--- src/hw/rtl/swle_pkg.sv ---
// ----------------------------------------------------------------------------
// swle_pkg
// Types and constants shared by the single-wire RGB LED encoder files.
// ----------------------------------------------------------------------------
package swle_pkg;

  localparam int unsigned LED_POS_W  = 10;
  localparam int unsigned TICK_W     = 16;
  localparam int unsigned BIT_IDX_W  = 5;
  localparam int unsigned COLOUR_W   = 24;
  localparam int unsigned CFG_ADDR_W = 5;
  localparam int unsigned CFG_DATA_W = 32;

  localparam logic [BIT_IDX_W-1:0] LAST_BIT = 5'd23;

  localparam logic [2:0] REG_ZERO_HIGH = 3'd0;
  localparam logic [2:0] REG_ZERO_LOW  = 3'd1;
  localparam logic [2:0] REG_ONE_HIGH  = 3'd2;
  localparam logic [2:0] REG_ONE_LOW   = 3'd3;
  localparam logic [2:0] REG_LATCH_LOW = 3'd4;

  typedef struct packed {
    logic       command;
    logic [9:0] led_position;
    logic [7:0] red_level;
    logic [7:0] green_level;
    logic [7:0] blue_level;
  } in_word_t;

  typedef struct packed {
    logic data_line;
    logic busy_res;
    logic frame_done;
    logic request_rejected;
  } out_word_t;

  typedef struct packed {
    logic [7:0]  zero_high_ticks;
    logic [7:0]  zero_low_ticks;
    logic [7:0]  one_high_ticks;
    logic [7:0]  one_low_ticks;
    logic [15:0] latch_low_ticks;
  } cfg_t;

endpackage

--- src/hw/rtl/swle_cfg_regs.sv ---
// ----------------------------------------------------------------------------
// swle_cfg_regs
// APB-style register file for the bit and reset period timings.
// ----------------------------------------------------------------------------
module swle_cfg_regs (
  input  logic                                clk,
  input  logic                                rst_n,
  input  logic                                cfg_psel,
  input  logic                                cfg_penable,
  input  logic                                cfg_pwrite,
  input  logic [swle_pkg::CFG_ADDR_W-1:0]     cfg_paddr,
  input  logic [swle_pkg::CFG_DATA_W-1:0]     cfg_pwdata,
  output logic [swle_pkg::CFG_DATA_W-1:0]     cfg_prdata,
  output logic                                cfg_pready,
  output swle_pkg::cfg_t                      cfg
);

  swle_pkg::cfg_t cfg_r;
  logic [2:0]     reg_idx;
  logic           wr_en;

  assign cfg_pready = 1'b1;
  assign reg_idx    = cfg_paddr[4:2];
  assign wr_en      = cfg_psel && cfg_penable && cfg_pwrite;
  assign cfg        = cfg_r;

  always_ff @(posedge clk) begin
    if (!rst_n) begin
      cfg_r.zero_high_ticks <= 8'd4;
      cfg_r.zero_low_ticks  <= 8'd10;
      cfg_r.one_high_ticks  <= 8'd10;
      cfg_r.one_low_ticks   <= 8'd5;
      cfg_r.latch_low_ticks <= 16'd3000;
    end else if (wr_en) begin
      case (reg_idx)
        swle_pkg::REG_ZERO_HIGH: cfg_r.zero_high_ticks <= cfg_pwdata[7:0];
        swle_pkg::REG_ZERO_LOW:  cfg_r.zero_low_ticks  <= cfg_pwdata[7:0];
        swle_pkg::REG_ONE_HIGH:  cfg_r.one_high_ticks  <= cfg_pwdata[7:0];
        swle_pkg::REG_ONE_LOW:   cfg_r.one_low_ticks   <= cfg_pwdata[7:0];
        swle_pkg::REG_LATCH_LOW: cfg_r.latch_low_ticks <= cfg_pwdata[15:0];
        default: ;
      endcase
    end
  end

  always_comb begin
    case (reg_idx)
      swle_pkg::REG_ZERO_HIGH: cfg_prdata = {24'd0, cfg_r.zero_high_ticks};
      swle_pkg::REG_ZERO_LOW:  cfg_prdata = {24'd0, cfg_r.zero_low_ticks};
      swle_pkg::REG_ONE_HIGH:  cfg_prdata = {24'd0, cfg_r.one_high_ticks};
      swle_pkg::REG_ONE_LOW:   cfg_prdata = {24'd0, cfg_r.one_low_ticks};
      swle_pkg::REG_LATCH_LOW: cfg_prdata = {16'd0, cfg_r.latch_low_ticks};
      default:                 cfg_prdata = '0;
    endcase
  end

endmodule

--- src/hw/rtl/swle_frame_core.sv ---
// ----------------------------------------------------------------------------
// swle_frame_core
// Frame sequencer: one tick per word, state update and registered result.
// ----------------------------------------------------------------------------
module swle_frame_core #(
  parameter int unsigned MAX_LEDS = 1024
) (
  input  logic                clk,
  input  logic                rst_n,
  input  swle_pkg::cfg_t      cfg,
  input  logic                tick_valid,
  input  swle_pkg::in_word_t  tick_word,
  output logic                tick_stall,
  output logic                out_valid,
  output swle_pkg::out_word_t out_word,
  input  logic                out_stall
);

  localparam int unsigned POS_LIMIT = (MAX_LEDS > 1024) ? 1023 : MAX_LEDS - 1;

  typedef enum logic [1:0] {PH_IDLE, PH_OPEN, PH_BITS, PH_CLOSE} phase_t;

  function automatic logic [swle_pkg::TICK_W-1:0] at_least_one(
    input logic [swle_pkg::TICK_W-1:0] v
  );
    at_least_one = (v == '0) ? swle_pkg::TICK_W'(1) : v;
  endfunction

  phase_t                              phase_r, phase_nxt, ph_e;
  logic [swle_pkg::TICK_W-1:0]         tick_r, tick_nxt, tick_e, tick_inc, dur;
  logic [swle_pkg::BIT_IDX_W-1:0]      bit_r, bit_nxt, bit_e, bit_sel;
  logic [swle_pkg::LED_POS_W-1:0]      led_r, led_nxt, led_e;
  logic [swle_pkg::LED_POS_W-1:0]      target_r, target_nxt, target_e, pos;
  logic [swle_pkg::COLOUR_W-1:0]       colour_r, colour_nxt, colour_e, word;
  logic                                high_r, high_nxt, high_e;
  logic                                cur_bit;
  logic                                take, advance;
  logic                                out_valid_r;
  swle_pkg::out_word_t                 out_word_r, res;

  assign take       = !out_valid_r || !out_stall;
  assign advance    = tick_valid && take;
  assign tick_stall = !take;
  assign out_valid  = out_valid_r;
  assign out_word   = out_word_r;

  always_comb begin
    ph_e     = phase_r;
    tick_e   = tick_r;
    bit_e    = bit_r;
    led_e    = led_r;
    target_e = target_r;
    colour_e = colour_r;
    high_e   = high_r;
    res      = '0;
    pos      = tick_word.led_position;
    if (pos > swle_pkg::LED_POS_W'(POS_LIMIT)) begin
      pos = swle_pkg::LED_POS_W'(POS_LIMIT);
    end
    if (tick_word.command) begin
      if (phase_r != PH_IDLE) begin
        res.request_rejected = 1'b1;
      end else begin
        ph_e     = PH_OPEN;
        tick_e   = '0;
        bit_e    = '0;
        led_e    = '0;
        high_e   = 1'b0;
        target_e = pos;
        colour_e = {tick_word.green_level, tick_word.red_level, tick_word.blue_level};
      end
    end

    word     = (led_e == target_e) ? colour_e : '0;
    bit_sel  = swle_pkg::LAST_BIT - bit_e;
    cur_bit  = word[bit_sel];
    tick_inc = tick_e + swle_pkg::TICK_W'(1);

    phase_nxt  = ph_e;
    tick_nxt   = tick_e;
    bit_nxt    = bit_e;
    led_nxt    = led_e;
    target_nxt = target_e;
    colour_nxt = colour_e;
    high_nxt   = high_e;
    dur        = '0;

    case (ph_e)
      PH_OPEN, PH_CLOSE: begin
        res.busy_res = 1'b1;
        tick_nxt     = tick_inc;
        if (tick_inc >= at_least_one(cfg.latch_low_ticks)) begin
          tick_nxt = '0;
          if (ph_e == PH_OPEN) begin
            phase_nxt = PH_BITS;
            high_nxt  = 1'b1;
            bit_nxt   = '0;
            led_nxt   = '0;
          end else begin
            res.frame_done = 1'b1;
            phase_nxt      = PH_IDLE;
          end
        end
      end
      PH_BITS: begin
        res.busy_res  = 1'b1;
        res.data_line = high_e;
        if (high_e) begin
          dur = {8'd0, cur_bit ? cfg.one_high_ticks : cfg.zero_high_ticks};
        end else begin
          dur = {8'd0, cur_bit ? cfg.one_low_ticks : cfg.zero_low_ticks};
        end
        tick_nxt = tick_inc;
        if (tick_inc >= at_least_one(dur)) begin
          tick_nxt = '0;
          if (high_e) begin
            high_nxt = 1'b0;
          end else begin
            high_nxt = 1'b1;
            if (bit_e == swle_pkg::LAST_BIT) begin
              bit_nxt = '0;
              if (led_e >= target_e) begin
                phase_nxt = PH_CLOSE;
                high_nxt  = 1'b0;
              end else begin
                led_nxt = led_e + swle_pkg::LED_POS_W'(1);
              end
            end else begin
              bit_nxt = bit_e + swle_pkg::BIT_IDX_W'(1);
            end
          end
        end
      end
      default: ;
    endcase
  end

  always_ff @(posedge clk) begin
    if (!rst_n) begin
      phase_r     <= PH_IDLE;
      tick_r      <= '0;
      bit_r       <= '0;
      led_r       <= '0;
      target_r    <= '0;
      colour_r    <= '0;
      high_r      <= 1'b0;
      out_valid_r <= 1'b0;
    end else begin
      if (take) begin
        out_valid_r <= tick_valid;
      end
      if (advance) begin
        phase_r    <= phase_nxt;
        tick_r     <= tick_nxt;
        bit_r      <= bit_nxt;
        led_r      <= led_nxt;
        target_r   <= target_nxt;
        colour_r   <= colour_nxt;
        high_r     <= high_nxt;
        out_word_r <= res;
      end
    end
  end

endmodule

--- src/hw/rtl/single_wire_rgb_led_encoder_unit.sv ---
// ----------------------------------------------------------------------------
// single_wire_rgb_led_encoder_unit
// Single-wire RGB LED chain encoder: one input word per line tick.
// ----------------------------------------------------------------------------
//  channel | ports                          | word
//  --------+--------------------------------+-------------------------------
//  input   | in_valid, in_stall, in_word    | tick or start request
//  result  | out_valid, out_stall, out_word | line level and frame status
//  config  | cfg_psel .. cfg_pready (APB)   | timing registers, 4-byte stride
//
//  One word per clock unless out_stall holds; a word passes the input
//  register, then the result register in the frame sequencer, to out_word.
//  Synchronous active-low reset; no clearing pass, ready right after reset.
//  out_stall holds a full result; in_stall rises only when both are full.
// ----------------------------------------------------------------------------
module single_wire_rgb_led_encoder_unit #(
  parameter int unsigned MAX_LEDS = 1024
) (
  input  logic                             clk,
  input  logic                             rst_n,
  input  logic                             in_valid,
  output logic                             in_stall,
  input  swle_pkg::in_word_t               in_word,
  output logic                             out_valid,
  input  logic                             out_stall,
  output swle_pkg::out_word_t              out_word,
  input  logic                             cfg_psel,
  input  logic                             cfg_penable,
  input  logic                             cfg_pwrite,
  input  logic [swle_pkg::CFG_ADDR_W-1:0]  cfg_paddr,
  input  logic [swle_pkg::CFG_DATA_W-1:0]  cfg_pwdata,
  output logic [swle_pkg::CFG_DATA_W-1:0]  cfg_prdata,
  output logic                             cfg_pready
);

  swle_pkg::cfg_t     cfg;
  swle_pkg::in_word_t in_word_r;
  logic               in_valid_r;
  logic               core_stall;

  assign in_stall = in_valid_r && core_stall;

  always_ff @(posedge clk) begin
    if (!rst_n) begin
      in_valid_r <= 1'b0;
    end else if (!in_stall) begin
      in_valid_r <= in_valid;
      if (in_valid) begin
        in_word_r <= in_word;
      end
    end
  end

  swle_cfg_regs u_cfg (
    .clk         (clk),
    .rst_n       (rst_n),
    .cfg_psel    (cfg_psel),
    .cfg_penable (cfg_penable),
    .cfg_pwrite  (cfg_pwrite),
    .cfg_paddr   (cfg_paddr),
    .cfg_pwdata  (cfg_pwdata),
    .cfg_prdata  (cfg_prdata),
    .cfg_pready  (cfg_pready),
    .cfg         (cfg)
  );

  swle_frame_core #(
    .MAX_LEDS (MAX_LEDS)
  ) u_core (
    .clk        (clk),
    .rst_n      (rst_n),
    .cfg        (cfg),
    .tick_valid (in_valid_r),
    .tick_word  (in_word_r),
    .tick_stall (core_stall),
    .out_valid  (out_valid),
    .out_word   (out_word),
    .out_stall  (out_stall)
  );

endmodule
--- config.mk ---
export PLATFORM = sky130hd
export DESIGN_NAME = single_wire_rgb_led_encoder_unit
export DESIGN_NICKNAME = d
export VERILOG_FILES = /design/src/hw/rtl/swle_pkg.sv /design/src/hw/rtl/swle_cfg_regs.sv /design/src/hw/rtl/swle_frame_core.sv /design/src/hw/rtl/single_wire_rgb_led_encoder_unit.sv
export SDC_FILE = /design/constraint.sdc
export NUM_CORES = 1
export LEC_CHECK = 0
export ABC_AREA = 0
export BUFFER_PORTS_ARGS = -buffer_cell sky130_fd_sc_hd__buf_2
export CORE_MARGIN = 4
export CORE_UTILIZATION = 55
export CTS_BUF_LIST = sky130_fd_sc_hd__clkbuf_4 sky130_fd_sc_hd__clkbuf_8
export DETAILED_ROUTE_END_ITERATION = 16
export PLACE_DENSITY_LB_ADDON = 0.1
export SLEW_MARGIN = 0
export SYNTH_ARGS = -nofsm -noshare
export SYNTH_HDL_FRONTEND = slang
export SYNTH_SLANG_ARGS = --single-unit
export TNS_END_PERCENT = 20
--- constraint.sdc ---
create_clock -name clk -period 11 [get_ports clk]
set_input_delay 1.1 -clock clk [delete_from_list [all_inputs] [get_ports clk]]
set_output_delay 1.1 -clock clk [all_outputs]
set_load 0.02 [all_outputs]
## After elaboration in Yosys (flattened, before gate mapping)

Cells that the tools add are included.

| storage, ports and cells | value |
|---|---|
| flip-flop bits (word level) | 157 |
| bits of input ports | 79 |

| cells by class | value |
|---|---|
| $add $sub $neg | 4 |
| $lt $le $gt $ge | 5 |
| equal/unequal tests | 9 |
| multiplexer cells | 58 |
| bitwise operators | 1 |
| reduce and logical (&&, ||, !) cells | 22 |

Operator list:

| operator | count |
|---|---|
| 2-to-1 mux 16 bit | 7 |
| 2-to-1 mux 10 bit | 11 |
| case mux 16 bit (5 select lines) | 1 |
| 2-to-1 mux 24 bit | 3 |
| 2-to-1 mux 5 bit | 7 |
| greater-or-equal comparator 16 bit | 2 |
| logical NOT 16 bit | 2 |
| case mux 16 bit (2 select lines) | 1 |
| 2-to-1 mux 8 bit | 3 |
| case mux 10 bit (2 select lines) | 1 |
| adder 16 x 1 -> 16 bit (second input constant) | 1 |
| 2-to-1 mux 2 bit | 8 |
| AND reduction 2 bit | 7 |
| 2-to-1 mux 1 bit | 12 |
| adder 10 x 1 -> 10 bit (second input constant) | 1 |
| == test 10 bit | 1 |
| greater-or-equal comparator 10 bit | 1 |
| greater-than comparator 10 bit (second input constant) | 1 |
| case mux 5 bit (2 select lines) | 1 |
| == test 3 x 2 -> 1 bit (second input constant) | 2 |
| < comparator 5 x 6 -> 1 bit (second input constant) | 1 |
| adder 5 x 1 -> 5 bit (second input constant) | 1 |
| binary-select mux 1 bit (select 5 bit) | 1 |
| == test 5 bit (second input constant) | 1 |
| 16 further kinds | 22 |

## Longest topological paths before layout

Gate-level depths: netlist of the first run.

| logic depth | value |
|---|---|
| depth after elaboration | 16 |
| mapped depth | 25 |

## Cells and area by module

From an unflattened synthesis of the first run, not the netlist that was laid out.

| unflattened totals | value |
|---|---|
| cells, all modules | 923 |
| area total of the unflattened synthesis | 8,598.2 um^2 |

Modules (own cells, without submodules):

| module | times used | cells each | area an instance (um^2) |
|---|---|---|---|
| swle_frame_core | 1 | 626 | 5,074.9 |
| swle_cfg_regs | 1 | 257 | 2,428.6 |
| single_wire_rgb_led_encoder_unit | 1 | 40 | 1,094.8 |

## Worst setup path before layout of the first run

Ideal clock, no wire load.

| timing | value |
|---|---|
| path type | flip-flop to flip-flop |
| start | reg u_core.phase_r[1] |
| end | reg u_core.tick_r[9] in the netlist's numbering |
| arrival time | 5,486 ps |
| data required time | 10,941 ps |
| setup slack | 5,455 ps |
| stages on the path, launching flop included | 25 |
| path buffers | 7 |
| clock period less this slack | 5,545 ps |
| cells stage by stage | dfxtp_1 > buf_2 > nor3b_2 > buf_2 > clkbuf_1 > buf_1 > mux2i_1 > ha_1 > nand4_1 > nor2_1 > and3_1 > and3_1 > clkbuf_1 > mux2_2 > ha_1 > nand3_1 > nand2_1 > a21o_1 > a2111oi_0 > nand4bb_4 > or2_1 > buf_2 > o32ai_4 > buf_6 > a22o_1 |

| on the way | value |
|---|---|
| longest elaborated chain between the ends | 15 |
| elaborated cells between the ends (all ways) | 36 |
| classes of those cells | add/sub (2); order compare (2); eq/ne (4); mux (25); reduce/logical (3) |

RTL lines:

| item | line | text |
|---|---|---|
| start, declared | swle_frame_core.sv:29 | `phase_t phase_r, phase_nxt, ph_e;` |
| start signal, assigned | swle_frame_core.sv:153 | `phase_r <= phase_nxt;` |
| parallel branches: the longest is 14 deep, another holds greater-or-equal comparator 16 bit | n/a |  |
| case mux 16 bit (2 select lines) * | swle_frame_core.sv:88 | `case (ph_e)` |
| end signal, assigned | swle_frame_core.sv:154 | `tick_r <= tick_nxt;` |
| end, declared | swle_frame_core.sv:30 | `logic [swle_pkg::TICK_W-1:0] tick_r, tick_nxt, tick_e, tick_inc, dur;` |

Every way passes the cells marked *. The select of a mux whose other input is x is not followed.
A chain may end at the register's enable or synchronous reset.

## Final worst setup path of the first run

| timing | value |
|---|---|
| start | reg u_core.phase_r[0] |
| end | reg u_core.tick_r[0] in the netlist's numbering |

Same word-level chain as after synthesis.

==> metrics.txt, run 1 <==
Synth cell types 71; adder-cell share of the synthesized area 5.76%; final setup fails 0; grt total ovfl 0; CTS resizes 0; root buffer cell clkbuf_8; clock-pin slew on the worst setup and hold paths 0.10 ns; Synth Area in Simple Gates 19.1%; main area contributors after synthesis dfxtp_1, edfxtp_1, mux2i_1, nand2_1, ha_1; Hold Path Class flop to flop; worst skew pair latency 0.48 ns; CP Max Fanout 29; IO Port Bufs 82; initial drt markers 508; total detailed-routing wirelength 19600 microns; crit path cell chain or3b_2 -> and2_1 -> ha_1 -> nand4_1 -> nor2_1 -> and3_1 -> and3_1 -> mux4_2 -> o22ai_1 -> ha_1 -> nand2b_1 -> a21oi_1 -> o21ai_0 -> a2111oi_0 -> nand4bb_4 -> or2_1 -> o32ai_4 -> a22o_1; Finished Cell Area 9120 sq um; Max Cap Violations 0; vias per cell 5.81; clock buffer count from CTS 17; average wire per standard cell 17.1 microns; Ys Warns 0; GRT met2 Usage 39.5%; I/O pin total 118; clock power share 40.1%; fill count 1256; fin. max-slew vios 0; Post-Place Cells 1115; Yosys reg bits 157; leakage 3.82 nW; CTS tree done; Layout area overhead 10.5%; FFs w/ async S/R, synth 0%; maximum clock rate 160 MHz; antenna violations before repair 1; Synth Cell Area 8250 sq um; post-synthesis xor/xnor area fraction 0.743%; Total GRT Usage 23.2%; arrival time at the worst endpoint 6.68 ns; # H-tree levels 4; Final period util 57.0%; Hold Vio Cnt, Final 0; GP Congestion 0.887; post-route ant nets 0; slew of the pin with the lowest slew margin 1.36 ns; floorplan core area 14600 sq um; Core Rows 44; Internal 846 uW; register area 3530 sq um; CP required 11.41 ns; Comb power frac 7.1%; hold_ws 0.454 ns; ant diodes 0; Fin Clk Skew 0.0152 ns; setup repair bufs after CTS 0; Synth Instances 892; sequential fraction of the synthesis area 42.8%; CP Capture Type flop; Startpoint Class flop; CP Class flop to flop; met1 Track Usage GR 29.3%; hold_buf cts 0; clk sink count 157; prevailing post-synth register cell dfxtp_1; sw frac 26.8%; via count 6669; Die Ht 130 microns; clock buffer depth 2; number of global-route vias before repair 6328; Synth Area in Compound Gates 14.3%; mux contribution to synthesized area 12.1%; Final HPWL DP 13900 microns; largest net degree at the start of global routing 76; main combinational cell family by area after synthesis simple AND/OR/NAND/NOR gates; area leader, netlist dfxtp_1; drt pass-1 iters 7; EDFF count, synth 39; Slew headroom 8.81%; fin cells 1147; Layout Nets 1067; busiest grt layer met2; Pwr Density 127 nW/um^2; net load switching power 310 uW; RSZ-0062 raised after global routing false; Initial Util 56.6%; final total negative setup slack 0 ns; VDD IR max 0.119 mV; syn_area_per_cell 9.25 sq um; sequential share of power 52.8%; DR DRC count 0; status finished, final reports clean; placed cell areas 8700 sq um; M3 GR Usage 5.08%; Multi-input gate area 4370 sq um; share of layout cells above drive strength 1 15.9%; CP peak stage delay 0.95 ns; post-synth top area share 28.6%; first-pass GRT wire length 31100 microns; Final min period 6.26 ns; die area 17000 sq um; chip width 130 microns; critical path's slowest cell a2111oi_0
## per-stage QoR
step / util (%) / power (mW) / setup slack [ns]
after CTS: 62.5 / 1.17 / 4.75
after global routing: 62.5 / 1.20 / 4.48
after detailed placement: 59.6 / 0.705 / 4.79
after floorplan: - / 0.680 / 5.46
final: 62.5 / 1.16 / 4.74
after global placement: 59.6 / 0.702 / 4.86
## per-layer routing
metal	wire length [microns]	share of wire (%)
met1	8720	44
met2	9570	49
met3	1040	5.3
met4	263	1.3
met5	7	0.036
## flip-flops by register name (all words and copies together) (netlist names), 2 cells and up
name,flops
in_word_r,35
u_core.bit_r,5
u_core.colour_r,24
u_core.led_r,10
u_core.target_r,10
u_cfg.cfg,48
u_core.out_word,4
u_core.tick_r,16
u_core.phase_r,2
## logic make-up (layout without fill, tap and decap cells)
logic type	count (synthesis)	in the layout
mux	90	90
flops	157	157
fa+ha+maj	38	38
other cells	2	17
compound gates	173	173
simple gates	332	332
xor+xnor	7	7
buf+inv	93	149
## cell usage in the layout, fill, tap and decap left out, types with 7 or more instances in the layout
cell type  count
nand2_1      150
dfxtp_1      118
buf_2         82
mux2i_1       74
a21oi_1       72
nor2_1        66
edfxtp_1      39
ha_1          38
inv_1         29
and2_1        20
a22o_1        17
conb_1        17
clkbuf_8      17
nand3_1       16
o21ai_0       15
and3_1        13
o211ai_1      12
nand4_1       11
nor4_1         9
o22ai_1        9
mux2_2         9
nor3_1         8
nand2b_1       8
mux4_2         7
or4_1          7
## worst paths after layout
check / slack, ns / start / cells after the start / endpoint
setup / recovery: 4.74 / u_core.phase_r[0] / 18 / u_core.tick_r[0]
hold / removal: 0.45 / u_core.colour_r[11] / 2 / u_core.colour_r[11]
setup reg to reg: 4.74 / u_core.phase_r[0] / 18 / u_core.tick_r[0]
hold reg to reg: 0.45 / u_core.colour_r[11] / 2 / u_core.colour_r[11]
## synthesized netlist by cell type (15+ instances only)
cell and n:
a21oi_1 72, a22o_1 17, and2_1 20, buf_4 17, clkbuf_1 40, dfxtp_1 118
edfxtp_1 39, ha_1 38, inv_1 30, mux2i_1 74, nand2_1 150, nand3_1 16
nor2_1 68, o21ai_0 15
## worst max-delay path, delay by kind of cell, from the launching register on
| kind | cells | cell delay (ns) |
|---|---|---|
| multiplexers | 1 | 0.34 |
| AND/OR/NAND/NOR | 9 | 2.74 |
| adder cells (fa/ha/maj) | 2 | 0.56 |
| flip-flops | 1 | 0.44 |
| AO/OA/AOI/OAI | 6 | 2.11 |
## power groups by stage
| stage | sequential (mW) | clock, mW | combinational, mW |
|---|---|---|---|
| floorplan | 0.622 | 0 | 0.0576 |
| global placement | 0.623 | 0 | 0.0792 |
| detailed placement | 0.623 | 0 | 0.0818 |
| CTS | 0.610 | 0.474 | 0.0821 |
| global route | 0.611 | 0.499 | 0.0904 |
| finish | 0.610 | 0.463 | 0.0824 |
## layout make-up
cell class,instances,area share (%)
Clock buffer,17,2.57
Clock inverter,15,2.10
Inverter,30,1.23
Multi-Input combinational cell,657,47.9
Sequential cell,157,38.7
Tap cell,184,2.52
Timing Repair Buffer,87,4.91
Note: power is estimated with default switching activity, not from simulation.
==> run 2: changes to the inputs <==
CORE_UTILIZATION = 54   (was 55)
clock period = 5 ns   (was 11 ns; I/O delays follow)
==> run 2 against run 1 <==
Net effect: critical path depth rose by 1; setup slack got worse by 4.6 ns; largest power group unchanged; register-to-register slack got worse by 4.6 ns; sequential power is 120% higher; total power rose by 110%; global-route usage is 0.48 points lower.
==> metrics.txt, run 2 (same netlist as run 1, synthesis figures left out) <==
final setup fails 0; share of layout cells above drive strength 1 19.2%; Hold Vio Cnt, Final 0; Slew headroom 21.4%; Pwr Density 258 nW/um^2; clk sink count 157; clock buffer depth 2; Initial Util 55.9%; Die Ht 132 microns; Finished Cell Area 9410 sq um; final total negative setup slack 0 ns; r2r startpoint in_word_r[34]; fin. max-slew vios 0; Layout Nets 1097; final setup margin 0.180 ns; number of global-route vias before repair 6658; first-pass GRT wire length 32300 microns; I/O pin total 118; floorplan core area 14800 sq um; CP required 5.36 ns; most frequent cells in the layout nand2_1, dfxtp_1, buf_2, mux2i_1, a21oi_1; Critical Path Source in_word_r[34]; Hold Path Class primary input to flop; IO Port Bufs 82; drt pass-1 iters 7; root buffer cell clkbuf_8; worst reg2reg endpoint u_core.bit_r[4]; average wire per standard cell 16.9 microns; Largest register FFs 48; initial drt markers 533; Total GRT Usage 22.7%; most common cell after layout, fill and taps aside nand2_1; placed cell areas 8950 sq um; CTS tree done; total detailed-routing wirelength 19900 microns; via count 6845; Startpoint Class flop; hold_ws 0.208 ns; CP Capture Type flop; Max Cap Violations 0; vias per cell 5.82; maximum clock rate 207 MHz; grt total ovfl 0; DR DRC count 0; Core Rows 44; worst skew pair latency 0.46 ns; GP Congestion 0.861; status finished, final reports clean; post-route ant nets 0; clock-pin slew on the worst setup and hold paths 0.09 ns; leakage 3.97 nW; antenna violations before repair 0; die area 17300 sq um; largest net degree at the start of global routing 77; CP Class flop to flop; arrival time at the worst endpoint 5.18 ns; ant diodes 0; # H-tree levels 4; Fin Clk Skew 0.0154 ns; Reg2Reg Depth 19; Final period util 96.4%; dpl ws -0.138 ns; chip width 132 microns; clock buffer count from CTS 17; Final HPWL DP 14200 microns; Final min period 4.82 ns; RSZ-0062 raised after global routing false; Critical Path Sink u_core.bit_r[4]; slew of the pin with the lowest slew margin 1.17 ns; R2R Setup Slk 0.18 ns; CP Max Fanout 8; VDD IR max 0.234 mV; Layout area overhead 14.0%
[run 2: cell count changes in the layout (fill, tap and decap cells not counted), moves of 2 or more]
cell,delta
inv_6,+2
bufinv_16,-2
and3_1,-2
or3b_4,+2
inv_8,-4
clkinv_4,+2
and3_4,+2
buf_12,+4
buf_4,+24
[run 2: area by class of cell]
class                   instances  area [sq um]
flip-flops and latches        157          3530
multi-input cells             658          4450
fillers                      1226          5350
clock inverters                14           126
well taps                     184           230
inverters                      30           113
repair buffers                116           719
clock buffers                  18           241
[run 2: worst min-delay path by stage]
stage	start	endpoint	slack, ns	cells after the start
2_1_floorplan	u_core.colour_r[11]	u_core.colour_r[11]	0.43	2
3_3_place_gp	u_core.colour_r[7]	u_core.colour_r[7]	0.44	2
3_5_place_dp	u_core.target_r[6]	u_core.target_r[6]	0.45	2
4_1_cts	in_word[21]	in_word_r[21]	0.18	1
5_1_grt	in_word[22]	in_word_r[22]	0.17	1
6_report	in_word[18]	in_word_r[18]	0.21	1
[run 2: timing repair]
action                                  4_1_cts  5_1_grt
buffers inserted                              2        1
pin swaps                                     0        7
endpoints found under the setup margin       32       32
gates cloned                                  0        1
hold buffers                                  0        0
resized for setup                             1       11
[run 2: routing by layer]
layer  global-route usage [%]  part of all wire [%]  routed length, microns  up-vias
met5                        0                     0                       0        -
met4                     7.64                   1.6                     316        0
met3                     4.97                   5.4                    1070       29
met2                     39.3                    50                    9920      215
met1                     28.1                    43                    8540     3252
li1                         -                     -                       -     3349
[run 2: stage by stage]
step	cells	util, %	total power [mW]
2_1_floorplan	907	-	1.50
3_3_place_gp	1141	60.6	1.55
3_5_place_dp	1141	60.6	1.56
4_1_cts	1175	63.3	2.44
5_1_grt	1177	63.8	2.53
6_report	1177	63.8	2.43
[run 2: power breakdown]
part	leakage, nW	internal [mW]	switching [mW]
Sequential	1.32	1.33	0.0135
Clock	0.189	0.368	0.525
Combinational	2.46	0.0697	0.123
Total	3.97	1.77	0.661
[run 2: critical path, cell delays in order, from the launching register on]
cell and delay [ns]:
edfxtp_1 0.42, or3b_4 0.44, and2_1 0.21, ha_1 0.30, nand4_1 0.12, nor2_2 0.16
and3_4 0.21, and3_4 0.21, mux4_2 0.32, o22ai_2 0.22, ha_1 0.25, nand2b_1 0.14
a21oi_1 0.15, o21ai_1 0.11, a2111oi_4 0.45, nand4bb_4 0.21, buf_6 0.17, o21ai_4 0.28
o41ai_1 0.13, o21a_1 0.20
==> run 3: changes to the inputs <==
REMOVE_ABC_BUFFERS = 1   (was not set)
==> run 3 against run 2 <==
Net effect: critical path depth up 2; core utilization up 0.26 points; die area unchanged; largest cell class unchanged; maximum frequency down 0.45%; final area up 0.41%; global-route usage up 0.20 points; combinational power about the same.
==> metrics.txt, run 3 (same netlist as run 1, synthesis figures left out) <==
CP Capture Type flop; die area 17300 sq um; GP Congestion 0.928; Pwr Density 263 nW/um^2; hold path depth 1; Initial Util 55.9%; status finished, final reports clean; Hold Vio Cnt, Final 0; Final HPWL DP 13900 microns; fill count 1256; fin. max-slew vios 0; Layout Nets 1100; arrival time at the worst endpoint 5.18 ns; critical path's slowest cell edfxtp_1; r2r startpoint in_word_r[34]; Startpoint Class flop; leakage 3.99 nW; grt total ovfl 0; chip width 132 microns; worst skew pair latency 0.47 ns; Final min period 4.84 ns; first-pass GRT wire length 32700 microns; CP Class flop to flop; R2R Setup Slk 0.16 ns; slew of the pin with the lowest slew margin 1.17 ns; number of global-route vias before repair 6759; via count 6895; Slew headroom 21.4%; I/O pin total 118; CP peak stage delay 0.44 ns; Core Rows 44; maximum clock rate 207 MHz; floorplan core area 14800 sq um; most frequent cells in the layout nand2_1, dfxtp_1, buf_2, mux2i_1, a21oi_1; worst reg2reg endpoint u_core.bit_r[2]; antenna violations before repair 0; final setup margin 0.158 ns; clk sink count 157; vias per cell 5.84; average wire per standard cell 16.9 microns; dpl ws -0.213 ns; clock-pin slew on the worst setup and hold paths 0.10 ns; root buffer cell clkbuf_8; CP delay by family, top simple AND/OR/NAND/NOR gates; CTS tree done; worst path buffer plus inverter count 4; Hold Startpoint in_word[2]; Total GRT Usage 22.9%; Crit path top cell by count buf_4; clock buffer depth 2; Reg2Reg Depth 21; most common cell after layout, fill and taps aside nand2_1; crit path cell chain buf_4 -> or3b_4 -> and2_1 -> ha_1 -> nand4_1 -> nor2_2 -> and3_4 -> and3_1 -> buf_12 -> mux2_2 -> ha_1 -> nand3_1 -> nand2_1 -> a21o_1 -> a2111oi_2 -> buf_4 -> nand4bb_4 -> or2_4 -> buf_4 -> a41oi_1 -> a21oi_1; post-route ant nets 0; drt pass-1 iters 5; CP required 5.34 ns; DR DRC count 0; Max Cap Violations 0; Die Ht 132 microns; final setup fails 0; Final period util 96.8%; CP Max Fanout 8; IO Port Bufs 82; VDD IR max 0.257 mV; share of layout cells above drive strength 1 19.9%; Power, Total 2.49 mW; ant diodes 0; total detailed-routing wirelength 19900 microns; Hold EP in_word_r[2]; Fin Clk Skew 0.0158 ns; initial drt markers 572; Hold Path Class primary input to flop; clock buffer count from CTS 17; # H-tree levels 4; largest net degree at the start of global routing 70; Largest register FFs 48; Layout area overhead 14.5%
## run 3: per-layer routing
| layer | share of wire [%] | global-route usage (%) |
|---|---|---|
| met1 | 43 | 27.8 |
| met2 | 48 | 38.8 |
| met3 | 5.6 | 5.73 |
| met4 | 3.0 | 9.86 |
| met5 | 0 | 0 |
## run 3: area by class of cell
cell class                      instances  area, sq um  share of cell area (%)
Clock buffer                           18          241                    2.56
Clock inverter                         14          150                    1.59
Inverter                               30          113                    1.19
Multi-Input combinational cell        659         4450                    47.1
Sequential cell                       157         3540                    37.4
Tap cell                              184          230                    2.44
Timing Repair Buffer                  118          731                    7.73
## run 3: how the worst max path moves through the flow
stage / end / depth (start not counted) / start / slack, ns
6_report: u_core.bit_r[2] / 21 / in_word_r[34] / 0.16
5_1_grt: u_core.bit_r[2] / 21 / in_word_r[34] / -0.03
4_1_cts: u_core.bit_r[2] / 20 / in_word_r[34] / 0.0006
3_5_place_dp: u_core.bit_r[2] / 20 / in_word_r[34] / -0.21
3_3_place_gp: u_core.bit_r[2] / 20 / in_word_r[34] / -0.10
2_1_floorplan: u_core.tick_r[3] / 18 / u_core.phase_r[0] / -0.63
## run 3: stage by stage
stage	setup TNS [ns]	area (sq um)	utilization, %	cells	hold WS [ns]
after floorplan	-16.55	8000	-	844	0.433
after global placement	-1.56	8920	60.5	1140	0.441
after detailed placement	-4.37	8920	60.5	1140	0.446
after CTS	0	9340	63.3	1174	0.173
after global routing	-0.0726	9450	64.0	1180	0.158
final	0	9450	64.0	1180	0.194
## run 3: power breakdown
group	switching [mW]	internal [mW]
Sequential	0.0134	1.33
Combinational	0.123	0.0697
Clock	0.532	0.419
## run 3: what timing repair did
action,4_1_cts,5_1_grt
hold buffers,0,0
resized for setup,5,14
cloned,1,1
endpoints found under the setup margin,32,33
setup buffers,1,5
pin swaps,0,4
